`src/sv/u8s_pkg.sv`:
```
`timescale 1ns / 1ps

package u8s_pkg;

  localparam logic [7:0] REPL_0     = 8'hEF;
  localparam logic [7:0] REPL_1     = 8'hBF;
  localparam logic [7:0] REPL_2     = 8'hBD;
  localparam logic [7:0] ASCII_TOP  = 8'h80;
  localparam logic [7:0] LEAD_MIN   = 8'hC2;
  localparam logic [7:0] LEAD_MAX   = 8'hF4;
  localparam logic [7:0] LEAD3_MIN  = 8'hE0;
  localparam logic [7:0] LEAD4_MIN  = 8'hF0;
  localparam logic [7:0] LEAD_E0    = 8'hE0;
  localparam logic [7:0] LEAD_ED    = 8'hED;
  localparam logic [7:0] LEAD_F0    = 8'hF0;
  localparam logic [7:0] LEAD_F4    = 8'hF4;
  localparam logic [7:0] CONT_A0    = 8'hA0;
  localparam logic [7:0] CONT_90    = 8'h90;
  localparam logic [7:0] CONT_8F    = 8'h8F;
  localparam logic [1:0] CONT_TAG   = 2'b10;

  localparam int TOK_MAX = 4;

  // one output token: a literal byte or a three-byte replacement
  typedef struct packed {
    logic       repl;
    logic [7:0] value;
  } tok_t;

  // all results of one request
  typedef struct packed {
    tok_t [TOK_MAX-1:0] tok;
    logic [2:0]         count;
    logic               eos;
  } desc_t;

  typedef struct packed {
    logic [2:0][7:0] held_bytes;
    logic [1:0]      held_count;
    logic [2:0]      expected_length;
  } held_t;

endpackage

```
`src/sv/u8s_step.sv`:
```
`timescale 1ns / 1ps

module u8s_step (
  input  logic [7:0]    in_byte,
  input  logic          eos,
  input  u8s_pkg::held_t cur,
  output u8s_pkg::held_t nxt,
  output u8s_pkg::desc_t desc
);

  logic       fresh_path;
  logic       cont;
  logic       second_ok;
  logic       ok;
  logic       complete;
  logic       extend;
  logic       broken;
  logic       is_ascii;
  logic       is_lead;
  logic [2:0] base;
  logic [2:0] n_main;
  logic [1:0] hc_mid;
  logic [7:0] lead;

  always_comb begin
    lead       = cur.held_bytes[0];
    fresh_path = (cur.held_count == 2'd0) ||
                 (cur.expected_length <= {1'b0, cur.held_count});
    cont       = (in_byte[7:6] == u8s_pkg::CONT_TAG);
    case (lead)
      u8s_pkg::LEAD_E0: second_ok = (in_byte >= u8s_pkg::CONT_A0);
      u8s_pkg::LEAD_ED: second_ok = (in_byte <  u8s_pkg::CONT_A0);
      u8s_pkg::LEAD_F0: second_ok = (in_byte >= u8s_pkg::CONT_90);
      u8s_pkg::LEAD_F4: second_ok = (in_byte <= u8s_pkg::CONT_8F);
      default:          second_ok = 1'b1;
    endcase
    ok       = cont && ((cur.held_count != 2'd1) || second_ok);
    complete = !fresh_path && ok &&
               (({1'b0, cur.held_count} + 3'd1) == cur.expected_length);
    extend   = !fresh_path && ok && !complete;
    broken   = !fresh_path && !ok;
    is_ascii = (in_byte < u8s_pkg::ASCII_TOP);
    is_lead  = (in_byte >= u8s_pkg::LEAD_MIN) && (in_byte <= u8s_pkg::LEAD_MAX);
    base     = broken ? {1'b0, cur.held_count} : 3'd0;

    // replacement is the default token
    for (int k = 0; k < u8s_pkg::TOK_MAX; k++) begin
      desc.tok[k].repl  = 1'b1;
      desc.tok[k].value = in_byte;
    end

    nxt    = cur;
    n_main = 3'd0;
    hc_mid = 2'd0;

    if (complete) begin
      for (int k = 0; k < 3; k++) begin
        if (k < int'(cur.held_count)) begin
          desc.tok[k].repl  = 1'b0;
          desc.tok[k].value = cur.held_bytes[k];
        end
      end
      desc.tok[cur.held_count].repl = 1'b0;
      n_main = {1'b0, cur.held_count} + 3'd1;
      nxt.held_count      = 2'd0;
      nxt.expected_length = 3'd0;
    end else if (extend) begin
      nxt.held_bytes[(cur.held_count == 2'd1) ? 2'd1 : 2'd2] = in_byte;
      nxt.held_count = cur.held_count + 2'd1;
      hc_mid         = cur.held_count + 2'd1;
    end else begin
      if (is_lead) begin
        nxt.held_bytes[0]   = in_byte;
        nxt.held_count      = 2'd1;
        hc_mid              = 2'd1;
        if (in_byte < u8s_pkg::LEAD3_MIN) nxt.expected_length = 3'd2;
        else if (in_byte < u8s_pkg::LEAD4_MIN) nxt.expected_length = 3'd3;
        else nxt.expected_length = 3'd4;
        n_main = base;
      end else begin
        desc.tok[base[1:0]].repl = !is_ascii;
        nxt.held_count      = 2'd0;
        nxt.expected_length = 3'd0;
        n_main = base + 3'd1;
      end
    end

    // end of string: the tokens past n_main are already replacements
    if (eos && (hc_mid != 2'd0)) begin
      desc.count          = n_main + {1'b0, hc_mid};
      nxt.held_count      = 2'd0;
      nxt.expected_length = 3'd0;
    end else begin
      desc.count = n_main;
    end
    desc.eos = eos;
  end

endmodule

```
`src/sv/utf8_stream_sanitizer.sv`:
```
`timescale 1ns / 1ps

// UTF-8 sanitizer. Each request (one byte) goes into an input register and is
// decoded combinationally into a result register holding up to four tokens, each
// a literal byte or the three-byte replacement EF BF BD. The output side sends
// one byte per cycle while out_stall is low; a request that yields several
// bytes holds the next output-producing request in the input register until its
// last byte is taken (at most 12 bytes). Bytes that only open or extend a
// sequence give no output byte and pass even while the result register is busy.

module utf8_stream_sanitizer (
  input  logic       clk,
  input  logic       rst,
  input  logic       in_valid,
  output logic       in_stall,
  input  logic [7:0] in_byte,
  input  logic       end_of_string,
  output logic       out_valid,
  input  logic       out_stall,
  output logic [7:0] out_byte,
  output logic       run_end,
  output logic       string_end
);

  logic           in_q_valid;
  logic [7:0]     in_q_byte;
  logic           in_q_eos;
  u8s_pkg::held_t held;
  u8s_pkg::held_t held_next;
  u8s_pkg::desc_t step_desc;
  logic           desc_valid;
  u8s_pkg::desc_t desc;
  logic [1:0]     tok_idx;
  logic [1:0]     sub;
  u8s_pkg::tok_t  tok_cur;
  logic           cur_last_byte;
  logic           item_last;
  logic           out_take;
  logic           desc_free;
  logic           advance;
  logic           load;
  logic           in_take;

  u8s_step u_step (
    .in_byte (in_q_byte),
    .eos     (in_q_eos),
    .cur     (held),
    .nxt     (held_next),
    .desc    (step_desc)
  );

  always_comb begin
    tok_cur       = desc.tok[tok_idx];
    cur_last_byte = !tok_cur.repl || (sub == 2'd2);
    item_last     = cur_last_byte && ({1'b0, tok_idx} == (desc.count - 3'd1));
    out_take      = desc_valid && !out_stall;
    desc_free     = !desc_valid || (out_take && item_last);
    advance       = in_q_valid && ((step_desc.count == 3'd0) || desc_free);
    load          = advance && (step_desc.count != 3'd0);
    in_stall      = in_q_valid && !advance;
    in_take       = in_valid && !in_stall;

    out_valid = desc_valid;
    if (tok_cur.repl) begin
      case (sub)
        2'd0:    out_byte = u8s_pkg::REPL_0;
        2'd1:    out_byte = u8s_pkg::REPL_1;
        default: out_byte = u8s_pkg::REPL_2;
      endcase
    end else begin
      out_byte = tok_cur.value;
    end
    run_end    = item_last;
    string_end = item_last && desc.eos;
  end

  always_ff @(posedge clk) begin
    if (rst) begin
      in_q_valid           <= 1'b0;
      desc_valid           <= 1'b0;
      held.held_count      <= 2'd0;
      held.expected_length <= 3'd0;
      tok_idx              <= 2'd0;
      sub                  <= 2'd0;
    end else begin
      if (in_take) begin
        in_q_valid <= 1'b1;
      end else if (advance) begin
        in_q_valid <= 1'b0;
      end
      if (advance) begin
        held.held_bytes      <= held_next.held_bytes;
        held.held_count      <= held_next.held_count;
        held.expected_length <= held_next.expected_length;
      end
      if (load) begin
        desc_valid <= 1'b1;
        tok_idx    <= 2'd0;
        sub        <= 2'd0;
      end else if (out_take && item_last) begin
        desc_valid <= 1'b0;
      end else if (out_take) begin
        if (cur_last_byte) begin
          tok_idx <= tok_idx + 2'd1;
          sub     <= 2'd0;
        end else begin
          sub <= sub + 2'd1;
        end
      end
    end
  end

  always_ff @(posedge clk) begin
    if (in_take) begin
      in_q_byte <= in_byte;
      in_q_eos  <= end_of_string;
    end
    if (load) begin
      desc <= step_desc;
    end
  end

  a_desc_nonempty: assert property (@(posedge clk) disable iff (rst)
    desc_valid |-> (desc.count != 3'd0))
    else $error("result register holds an empty request");

  a_tok_in_range: assert property (@(posedge clk) disable iff (rst)
    desc_valid |-> ({1'b0, tok_idx} < desc.count))
    else $error("token index past token count");

  a_sub_only_repl: assert property (@(posedge clk) disable iff (rst)
    (desc_valid && (sub != 2'd0)) |-> tok_cur.repl)
    else $error("byte offset on a literal token");

  a_held_bound: assert property (@(posedge clk) disable iff (rst)
    (held.held_count != 2'd0) |-> (held.expected_length > {1'b0, held.held_count}))
    else $error("held count reached expected length");

  a_inq_hold: assert property (@(posedge clk) disable iff (rst)
    (in_q_valid && in_stall) |=> (in_q_valid && $stable(in_q_byte) && $stable(in_q_eos)))
    else $error("input register changed while stalled");

endmodule
```
`config.mk`:
```
export PLATFORM = sky130hd
export DESIGN_NAME = utf8_stream_sanitizer
export DESIGN_NICKNAME = d
export VERILOG_FILES = /design/src/sv/u8s_pkg.sv /design/src/sv/u8s_step.sv /design/src/sv/utf8_stream_sanitizer.sv
export SDC_FILE = /design/constraint.sdc
export NUM_CORES = 1
export LEC_CHECK = 0
export BUFFER_PORTS_ARGS = -buffer_cell sky130_fd_sc_hd__buf_2
export CAP_MARGIN = 20
export CORE_ASPECT_RATIO = 2
export CORE_MARGIN = 5
export CORE_UTILIZATION = 50
export DETAILED_ROUTE_END_ITERATION = 8
export PLACE_DENSITY = 0.68
export SLEW_MARGIN = 40
export SYNTH_ARGS = -nofsm -noshare
export SYNTH_HDL_FRONTEND = slang
export SYNTH_SLANG_ARGS = --single-unit
```
`constraint.sdc`:
```
create_clock -name clk -period 6.9 [get_ports clk]
set_clock_uncertainty 0.05 [all_clocks]
set_input_delay 1.035 -clock clk [delete_from_list [all_inputs] [get_ports clk]]
set_output_delay 1.035 -clock clk [all_outputs]
set_load 0.01 [all_outputs]
```
==> results of run 1 <==
cells in the mapped netlist, types with 4 or more instances:
library cell and number:
nand2b_1 9, xor2_1 5, mux4_2 9, or2_2 6, mux2_2 22, dfxtp_1 11, a21oi_1 10, mux2i_1 6
clkbuf_1 4, inv_1 14, nor3_1 8, ha_1 13, nand2_1 15, edfxtp_1 73, and3_1 4, o21ai_0 7
and2_1 8, nor3_2 4, nor2_1 12
registers in the layout (all words and copies together), names as in the netlist:
signal,count
out_valid,1
in_q_byte,8
tok_idx,2
sub,2
in_q_valid,1
in_q_eos,1
desc,40
held,29
cell type report:
type                       count  area [sq um]
sequential                    84          2410
tap                           98           123
clock inverter                 6          71.3
inverter                      14          52.6
clock buffer                   9           225
multi-input combinational    193          1710
timing repair buffer          27           143
fill                         667          3610
worst max-delay path: cells and delay by family (launching register included):
kind | cells | cell delay [ns]
AOI/OAI and AO/OA | 4 | 0.98
adders and majority gates | 3 | 1.00
and+or+nand+nor | 5 | 1.39
muxes | 1 | 0.06
buffers and inverters | 3 | 0.35
DFF | 1 | 0.50
power breakdown:
group | internal [mW] | switching (mW) | leakage (nW) | total, mW
Sequential | 0.572 | 0.0147 | 0.753 | 0.587
Combinational | 0.0304 | 0.0362 | 0.812 | 0.0666
Clock | 0.281 | 0.193 | 0.139 | 0.474
Total | 0.884 | 0.244 | 1.70 | 1.13
stage by stage:
step	power [mW]	hold WS [ns]	area, sq um	setup slack, ns
final	1.13	0.436	4740	1.21
after global routing	1.17	0.485	4740	0.941
after CTS	1.14	0.442	4730	1.20
after detailed placement	0.666	0.432	4440	1.58
after global placement	0.664	0.413	4440	1.69
after floorplan	0.646	0.375	4280	1.96
kinds of logic (layout without fill, tap and decap cells):
| kind of cell | after synthesis | after routing |
|---|---|---|
| xor gates and xnor gates | 8 | 8 |
| buffers and inverters | 28 | 56 |
| adders and majority gates | 14 | 14 |
| and+or+nand+nor | 90 | 90 |
| muxes | 38 | 38 |
| AOI/OAI and AO/OA | 43 | 43 |
| DFF | 84 | 84 |
routing by layer:
metal | track usage, % | up-vias | wire, um
li1 | - | 1201 | -
met5 | 0 | - | 0
met4 | 7.74 | 0 | 188
met3 | 2.99 | 10 | 212
met1 | 18.0 | 1211 | 2960
met2 | 29.1 | 43 | 4410
cells in the final DEF (no fill, tap or decap), types with 5 or more instances in the layout:
| master | n |
|---|---|
| xor2_1 | 5 |
| mux2_2 | 22 |
| nand2_1 | 15 |
| nand2b_1 | 9 |
| buf_2 | 24 |
| and2_1 | 8 |
| dfxtp_1 | 10 |
| or2_2 | 6 |
| mux2i_1 | 6 |
| edfxtp_1 | 73 |
| a21oi_1 | 10 |
| ha_1 | 13 |
| nor2_1 | 12 |
| nor3_1 | 8 |
| clkbuf_16 | 9 |
| mux4_2 | 9 |
| inv_1 | 14 |
| o21ai_0 | 7 |
path summary, 6_finish.rpt:
path                              from                    to  slack (ns)  cells after the start
setup / recovery  held[4]$_SDFFE_PP0N_              in_stall        1.21                     16
hold / removal    held[0]$_SDFFE_PP0P_  held[0]$_SDFFE_PP0P_        0.44                      2
hold reg to reg   held[0]$_SDFFE_PP0P_  held[0]$_SDFFE_PP0P_        0.44                      2
setup reg to reg  held[4]$_SDFFE_PP0N_    held[18]$_DFFE_PP_        1.92                     15
==> run summary, run 1 <==
Status: finished clean
Final Hold Fails: 0
Antenna-violating nets left: 0
DR DRC count: 0
Die area: 10600 sq um
Post-synthesis async set-or-reset flop share: 0%
CTS HTree Levels: 3
Global Route Usage Sum: 16.4%
Io pins: 25
Worst slew pin tran: 0.660 ns
Largest net degree at the start of global routing: 45
Via/cell ratio: 5.72
Crit-path cells: inv_1 > ha_1 > and4_1 > and4bb_2 > o22ai_2 > and2_1 > nor2_1 > ha_1 > mux2i_1 > a32o_2 > fa_1 > or3_2 > o21a_1 > o211ai_1 > inv_1 > buf_2
Setup tns final: 0 ns
Post-synth top area cell: edfxtp_1
Fin nets: 356
Register bit total from synthesis: 84
Post-synthesis xor/xnor area fraction: 1.64%
Worst min-delay path class: register to register
Min cycle time layout: 5.69 ns
Main combinational cell family by area after synthesis: simple AND/OR/NAND/NOR gates
Placed insts: 416
Complex-gate fraction of the synthesized area: 8.22%
Drt first pass iters: 4
Die extent in x: 75.4 um
Antenna violations before repair: 0
Critical Path AT: 4.61 ns
Number of synthesized flops with an enable pin: 73
Pleak: 1.70 nW
Vias in the first global route: 2570
P&R area growth vs syn: 10.9%
Worst-path clk slew: 0.06 ns
Root Buffer: clkbuf_16
PwrDens: 238 nW/um^2
Clk_lat worst skew: 0.33 ns
CP Data Required Time: 5.81 ns
Cells after Synth: 305
Hold_buf cts: 0
Simple-Gate Fraction of Synth Area: 13.5%
Post-cts sizing count: 0
CP Launch Type: register
Mapped cell area: 4280 sq um
Drt first-iter violations: 96
Synth area leaders: edfxtp_1, mux2_2, dfxtp_1, mux4_2, ha_1
Core area: 8350 sq um
CTS Buffer Depth: 2
FMAX: 176 MHz
Routability cong.: 0.849
Final core utilization: 56.8%
Initial core utilization: 51.2%
TritonCTS clock tree: built
# Max-Cap Violations: 0
Vias: 2465
Yosys cell types: 64
Unrepaired setup endpoints after global routing: false
Synth top area share: 51.3%
Crit Path Max Fanout: 9
Die height: 141 um
Inserted Diodes: 0
# setup viols final: 0
Port bufs: 24
Site Rows: 47
Fin cells: 431
Kind of critical path: register to output pin
Max-slew violations: 0
Post-detail-place hpwl: 5.71 mm
Peak VDD IR: 0.160 mV
CP Capture Type: output pin
Drt total wl: 7.77 mm
First-pass GRT wire length: 12.8 mm
Delay of the slowest critical-path stage: 0.52 ns
Max-slew headroom: 56.0%
Clock sink total: 84
Multiplexer share of the synthesized area: 12.3%
Routed wire per std cell: 18.0 um
Synth Warn #: 0
Ys flop type: edfxtp_1
Post-CTS setup buffers: 0
Sequential area share after synthesis: 56.4%
Synth Area per Inst: 14.0 sq um
CTS buffer count: 9
Syn nets: 332
Layout cells sized above 1: 33.9%
Post-Synth Adder-Cell Area: 4.27%
Period Utilization, post-route: 82.5%
Congestion Overflow GR: 0
Crit-path slowest cell: or3_2
No activity file was read; power rests on OpenSTA's default activity.
==> inputs of run 2 (changes only) <==
--- a/config.mk
+++ b/config.mk
@@ -5,6 +5,7 @@
 export SDC_FILE = /design/constraint.sdc
 export NUM_CORES = 1
 export LEC_CHECK = 0
+export ABC_AREA = 1
 export BUFFER_PORTS_ARGS = -buffer_cell sky130_fd_sc_hd__buf_2
 export CAP_MARGIN = 20
 export CORE_ASPECT_RATIO = 2
==> constraint.sdc (replaced) <==
create_clock -name clk -period 5.46 [get_ports clk]
set_clock_uncertainty 0.05 [all_clocks]
set_input_delay 0.819 -clock clk [delete_from_list [all_inputs] [get_ports clk]]
set_output_delay 0.819 -clock clk [all_outputs]
set_load 0.01 [all_outputs]
==> run 2 against run 1 <==
  * Register-to-register slack worse by 1.2 ns
  * Critical path depth is 10 higher
  * Non-clock buffer count is 1 lower
  * Sequential cell count stayed put
  * Utilization up 0.52 points
  * Cell count rose by 33%
  * Final area increased by 0.21%
  * Via count up 21%
  * Clock power rose by 34%
  * Die area shrank 0.92%
  * Global-route usage rose by 1.7 points
  * Area after synthesis down 1.0%
  * Critical path type unchanged
  * Critical endpoint unchanged
  * Largest power group unchanged
==> run summary, run 2 <==
Status: finished clean
Largest registers: desc (40), held (29), in_q_byte (8)
Die height: 140 um
Top cells by count, synth: nand2_1, edfxtp_1, nor2_1
Commonest non-fill, non-tap cell in the layout: nand2_1
DR DRC count: 0
Setup tns final: 0 ns
Mapped cell area: 4230 sq um
Vias in the first global route: 2990
CP Capture Type: output pin
Routed wire per std cell: 14.9 um
Drt first pass iters: 7
Congestion Overflow GR: 0
Worst-case reg-to-reg path depth: 26
Yosys cell types: 39
CP Data Required Time: 4.59 ns
Worst setup startpoint: held[4]$_SDFFE_PP0N_
Crit Path Max Fanout: 8
Placed inst area: 4440 sq um
Post-synth top area cell: edfxtp_1
Post-synthesis async set-or-reset flop share: 0%
P&R area growth vs syn: 12.3%
# Max-Cap Violations: 0
Synth Warn #: 0
Pleak: 2.04 nW
CTS buffer count: 9
Antenna-violating nets left: 0
Post-cts sizing count: 0
Fin cells: 572
Syn nets: 472
Critical R2R Launch: held[4]$_SDFFE_PP0N_
Worst path bufs/invs: 7
Die extent in x: 75.1 um
CP delay by family, top: simple AND/OR/NAND/NOR gates
Drt first-iter violations: 157
Kind of critical path: register to output pin
PwrDens: 317 nW/um^2
Max-slew violations: 0
Crit-path slowest cell: dfxtp_1
Inserted Diodes: 0
Clk_lat worst skew: 0.33 ns
Post-CTS setup buffers: 0
Worst slew pin tran: 0.665 ns
Hold_buf cts: 0
Drt total wl: 8.54 mm
CTS Buffer Depth: 2
Final Instance Area: 4750 sq um
# setup viols final: 0
CTS HTree Levels: 3
CP most frequent cell: nor2_1
Met1 usage: 18.7%
Core area: 8290 sq um
Worst-path clk slew: 0.06 ns
Reg2reg end: held[20]$_DFFE_PP_
Synth top area share: 51.8%
Commonest cells after routing, fill and taps aside: nand2_1, edfxtp_1, nor2_1
FMAX: 200 MHz
Peak VDD IR: 0.239 mV
Cells after Synth: 445
Top-count cell post-synth: nand2_1
Site Rows: 47
Largest Register: desc
Design Power: 1.51 mW
GRT busiest layer: met2
CP endpoint: in_stall
Fin nets: 497
Io pins: 25
Via/cell ratio: 5.20
Global Route Usage Sum: 18.1%
First-pass GRT wire length: 14.3 mm
Clock sink total: 84
M3 GR Usage: 4.09%
Worst min-delay path class: register to register
Root Buffer: clkbuf_16
Port bufs: 24
Number of synthesized flops with an enable pin: 73
Max-slew headroom: 55.5%
Routability cong.: 0.901
CP Depth: 26
Worst R2R Setup Slack: 0.75 ns
Met2 Use GR: 32.2%
Worst hold slack: 0.422 ns
Placed insts: 557
Antenna violations before repair: 0
Final Hold Fails: 0
Synth Area per Inst: 9.51 sq um
Ys flop type: edfxtp_1
Sequential area share after synthesis: 57.0%
Unrepaired setup endpoints after global routing: false
Register bit total from synthesis: 84
Post-detail-place hpwl: 6.53 mm
CP Launch Type: register
Delay of the slowest critical-path stage: 0.49 ns
Vias: 2974
Pre-CTS setup slack: 0.794 ns
TritonCTS clock tree: built
Synth area leaders: edfxtp_1, nand2_1, nor2_1, dfxtp_1, inv_1
Period Utilization, post-route: 91.7%
Critical Path AT: 4.14 ns
Largest net degree at the start of global routing: 41
Layout cells sized above 1: 15.8%
Initial core utilization: 51.0%
Max reg flops: 40
Final core utilization: 57.3%
Min cycle time layout: 5.01 ns
PnR worst setup slack: 0.452 ns
Die area: 10500 sq um
==> run 2: logic make-up after synthesis <==
logic type | count (synthesis) | share of synthesized area (%)
compound gates | 65 | 8.72
xor+xnor | 3 | 0.621
fa+ha+maj | 14 | 4.32
buf+inv | 77 | 7.07
flops | 84 | 57.0
simple gates | 202 | 22.3
==> run 2: worst min-delay path: cells and delay by family (launching register included) <==
kind,cells,cell delay [ns]
AO/OA/AOI/OAI,1,0.05
AND/OR/NAND/NOR,1,0.06
flip-flops,1,0.31
==> run 2: worst min-delay path by stage <==
stage | startpoint | end | slack [ns] | depth (start not counted)
floorplan | held[0]$_SDFFE_PP0P_ | held[0]$_SDFFE_PP0P_ | 0.38 | 2
global placement | held[0]$_SDFFE_PP0P_ | held[0]$_SDFFE_PP0P_ | 0.41 | 2
detailed placement | held[0]$_SDFFE_PP0P_ | held[0]$_SDFFE_PP0P_ | 0.41 | 2
CTS | held[0]$_SDFFE_PP0P_ | held[0]$_SDFFE_PP0P_ | 0.42 | 2
global route | held[0]$_SDFFE_PP0P_ | held[0]$_SDFFE_PP0P_ | 0.45 | 2
finish | held[0]$_SDFFE_PP0P_ | held[0]$_SDFFE_PP0P_ | 0.42 | 2
==> run 2: final cells by class <==
class / count / area, sq um
clock buffers: 9 / 225
clock inverters: 6 / 88.8
fillers: 734 / 3540
inverters: 65 / 248
multi-input cells: 284 / 1520
flip-flops and latches: 84 / 2410
well taps: 98 / 123
repair buffers: 26 / 135
==> run 2: report_power, final <==
| group | leakage [nW] | internal, mW | total (mW) | switching, mW |
|---|---|---|---|---|
| logic | 1.14 | 0.0417 | 0.121 | 0.0794 |
| clock network | 0.148 | 0.398 | 0.636 | 0.238 |
| registers | 0.755 | 0.730 | 0.750 | 0.0203 |
| total | 2.04 | 1.17 | 1.51 | 0.338 |
==> run 2: routing by layer <==
metal,up-vias,wire [um]
li1,1527,-
met3,19,186
met4,0,353
met1,1383,3170
met5,-,0
met2,45,4830
==> inputs of run 3 (changes only) <==
--- a/config.mk
+++ b/config.mk
@@ -8,7 +8,7 @@
 export ABC_AREA = 1
 export BUFFER_PORTS_ARGS = -buffer_cell sky130_fd_sc_hd__buf_2
 export CAP_MARGIN = 20
-export CORE_ASPECT_RATIO = 2
+export CORE_ASPECT_RATIO = 1.75
 export CORE_MARGIN = 5
 export CORE_UTILIZATION = 50
 export DETAILED_ROUTE_END_ITERATION = 8
==> constraint.sdc (replaced) <==
create_clock -name clk -period 6.42 [get_ports clk]
set_clock_uncertainty 0.05 [all_clocks]
set_input_delay 0.963 -clock clk [delete_from_list [all_inputs] [get_ports clk]]
set_output_delay 0.963 -clock clk [all_outputs]
set_load 0.01 [all_outputs]
==> run 3 against run 2 <==
  * Critical path depth unchanged
  * Setup slack improved by 0.89 ns
  * Final area increased by 0.66%
  * Sequential cell count unchanged
  * Clock power decreased by 14%
  * Sequential power decreased by 15%
  * Critical path type unchanged
  * Largest power group unchanged
==> run summary, run 3 (same netlist as run 2, synthesis figures left out) <==
Antenna-violating nets left: 0
Period Utilization, post-route: 79.1%
Die height: 132 um
Routability cong.: 0.842
Crit-path slowest cell: dfxtp_1
Worst hold slack: 0.431 ns
Max reg flops: 40
Pre-CTS setup slack: 1.63 ns
CTS buffer count: 9
Congestion Overflow GR: 0
Drt total wl: 8.58 mm
Die area: 10500 sq um
Crit Path Max Fanout: 8
Vias: 2966
CTS HTree Levels: 3
PwrDens: 269 nW/um^2
Worst min-delay path class: register to register
Initial core utilization: 50.9%
Drt first-iter violations: 153
Commonest non-fill, non-tap cell in the layout: nand2_1
Drt first pass iters: 4
Final Instance Area: 4780 sq um
# Max-Cap Violations: 0
Clk_lat worst skew: 0.33 ns
CP Capture Type: output pin
Clock sink total: 84
Fin cells: 589
Placed insts: 573
Io pins: 25
CP Data Required Time: 5.41 ns
Pleak: 2.05 nW
Antenna violations before repair: 0
Post-cts sizing count: 0
Post-CTS setup buffers: 0
Delay of the slowest critical-path stage: 0.48 ns
P&R area growth vs syn: 13.0%
Worst-path clk slew: 0.06 ns
Root Buffer: clkbuf_16
Largest net degree at the start of global routing: 41
Vias in the first global route: 3010
Kind of critical path: register to output pin
Placed inst area: 4460 sq um
Peak VDD IR: 0.178 mV
Global Route Usage Sum: 17.7%
FMAX: 197 MHz
PnR worst setup slack: 1.34 ns
Max-slew headroom: 46.8%
DR DRC count: 0
Min cycle time layout: 5.08 ns
Design Power: 1.29 mW
Final core utilization: 57.5%
Largest registers: desc (40), held (29), in_q_byte (8)
First-pass GRT wire length: 14.3 mm
Hold_buf cts: 0
Layout cells sized above 1: 16.0%
Max-slew violations: 0
Final Hold Fails: 0
Post-detail-place hpwl: 6.31 mm
CTS Buffer Depth: 2
Inserted Diodes: 0
Commonest cells after routing, fill and taps aside: nand2_1, edfxtp_1, nor2_1
Die extent in x: 79.5 um
Critical Path AT: 4.06 ns
CP Launch Type: register
Port bufs: 24
Site Rows: 44
Worst slew pin tran: 0.795 ns
Status: finished clean
# setup viols final: 0
Routed wire per std cell: 14.6 um
CP most frequent cell: nor2_1
Fin nets: 496
Unrepaired setup endpoints after global routing: false
Core area: 8310 sq um
Largest Register: desc
Via/cell ratio: 5.04
Setup tns final: 0 ns
TritonCTS clock tree: built
==> run 3: area by class of cell <==
| class | instances | area [sq um] |
|---|---|---|
| fillers | 717 | 3530 |
| flip-flops and latches | 84 | 2410 |
| well taps | 115 | 144 |
| clock inverters | 7 | 98.8 |
| clock buffers | 9 | 225 |
| inverters | 65 | 248 |
| repair buffers | 25 | 128 |
| multi-input cells | 284 | 1530 |
==> run 3: path summary, 6_finish.rpt <==
path | cells after the start | end | slack [ns] | start
setup / recovery | 26 | in_stall | 1.34 | held[4]$_SDFFE_PP0N_
hold / removal | 2 | held[0]$_SDFFE_PP0P_ | 0.43 | held[0]$_SDFFE_PP0P_
setup reg to reg | 26 | held[16]$_DFFE_PP_ | 1.69 | held[4]$_SDFFE_PP0N_
hold reg to reg | 2 | held[0]$_SDFFE_PP0P_ | 0.43 | held[0]$_SDFFE_PP0P_
==> run 3: metal layers <==
layer,GRT usage [%],wire length (um)
met1,20.1,3350
met2,32.0,4930
met4,6.69,103
met3,3.08,197
met5,0,0
==> run 3: critical path, delay by kind of cell (launching register included) <==
kind	cells	cell delay (ns)
AO/OA/AOI/OAI	1	0.11
adder cells (fa/ha/maj)	3	0.98
buffers and inverters	7	0.58
flip-flops	1	0.48
AND/OR/NAND/NOR	15	1.55
==> run 3: power breakdown <==
group	switching [mW]	internal (mW)	total (mW)
sequential	0.0173	0.620	0.638
combinational	0.0678	0.0353	0.103
clock	0.206	0.342	0.548
total	0.291	0.998	1.29
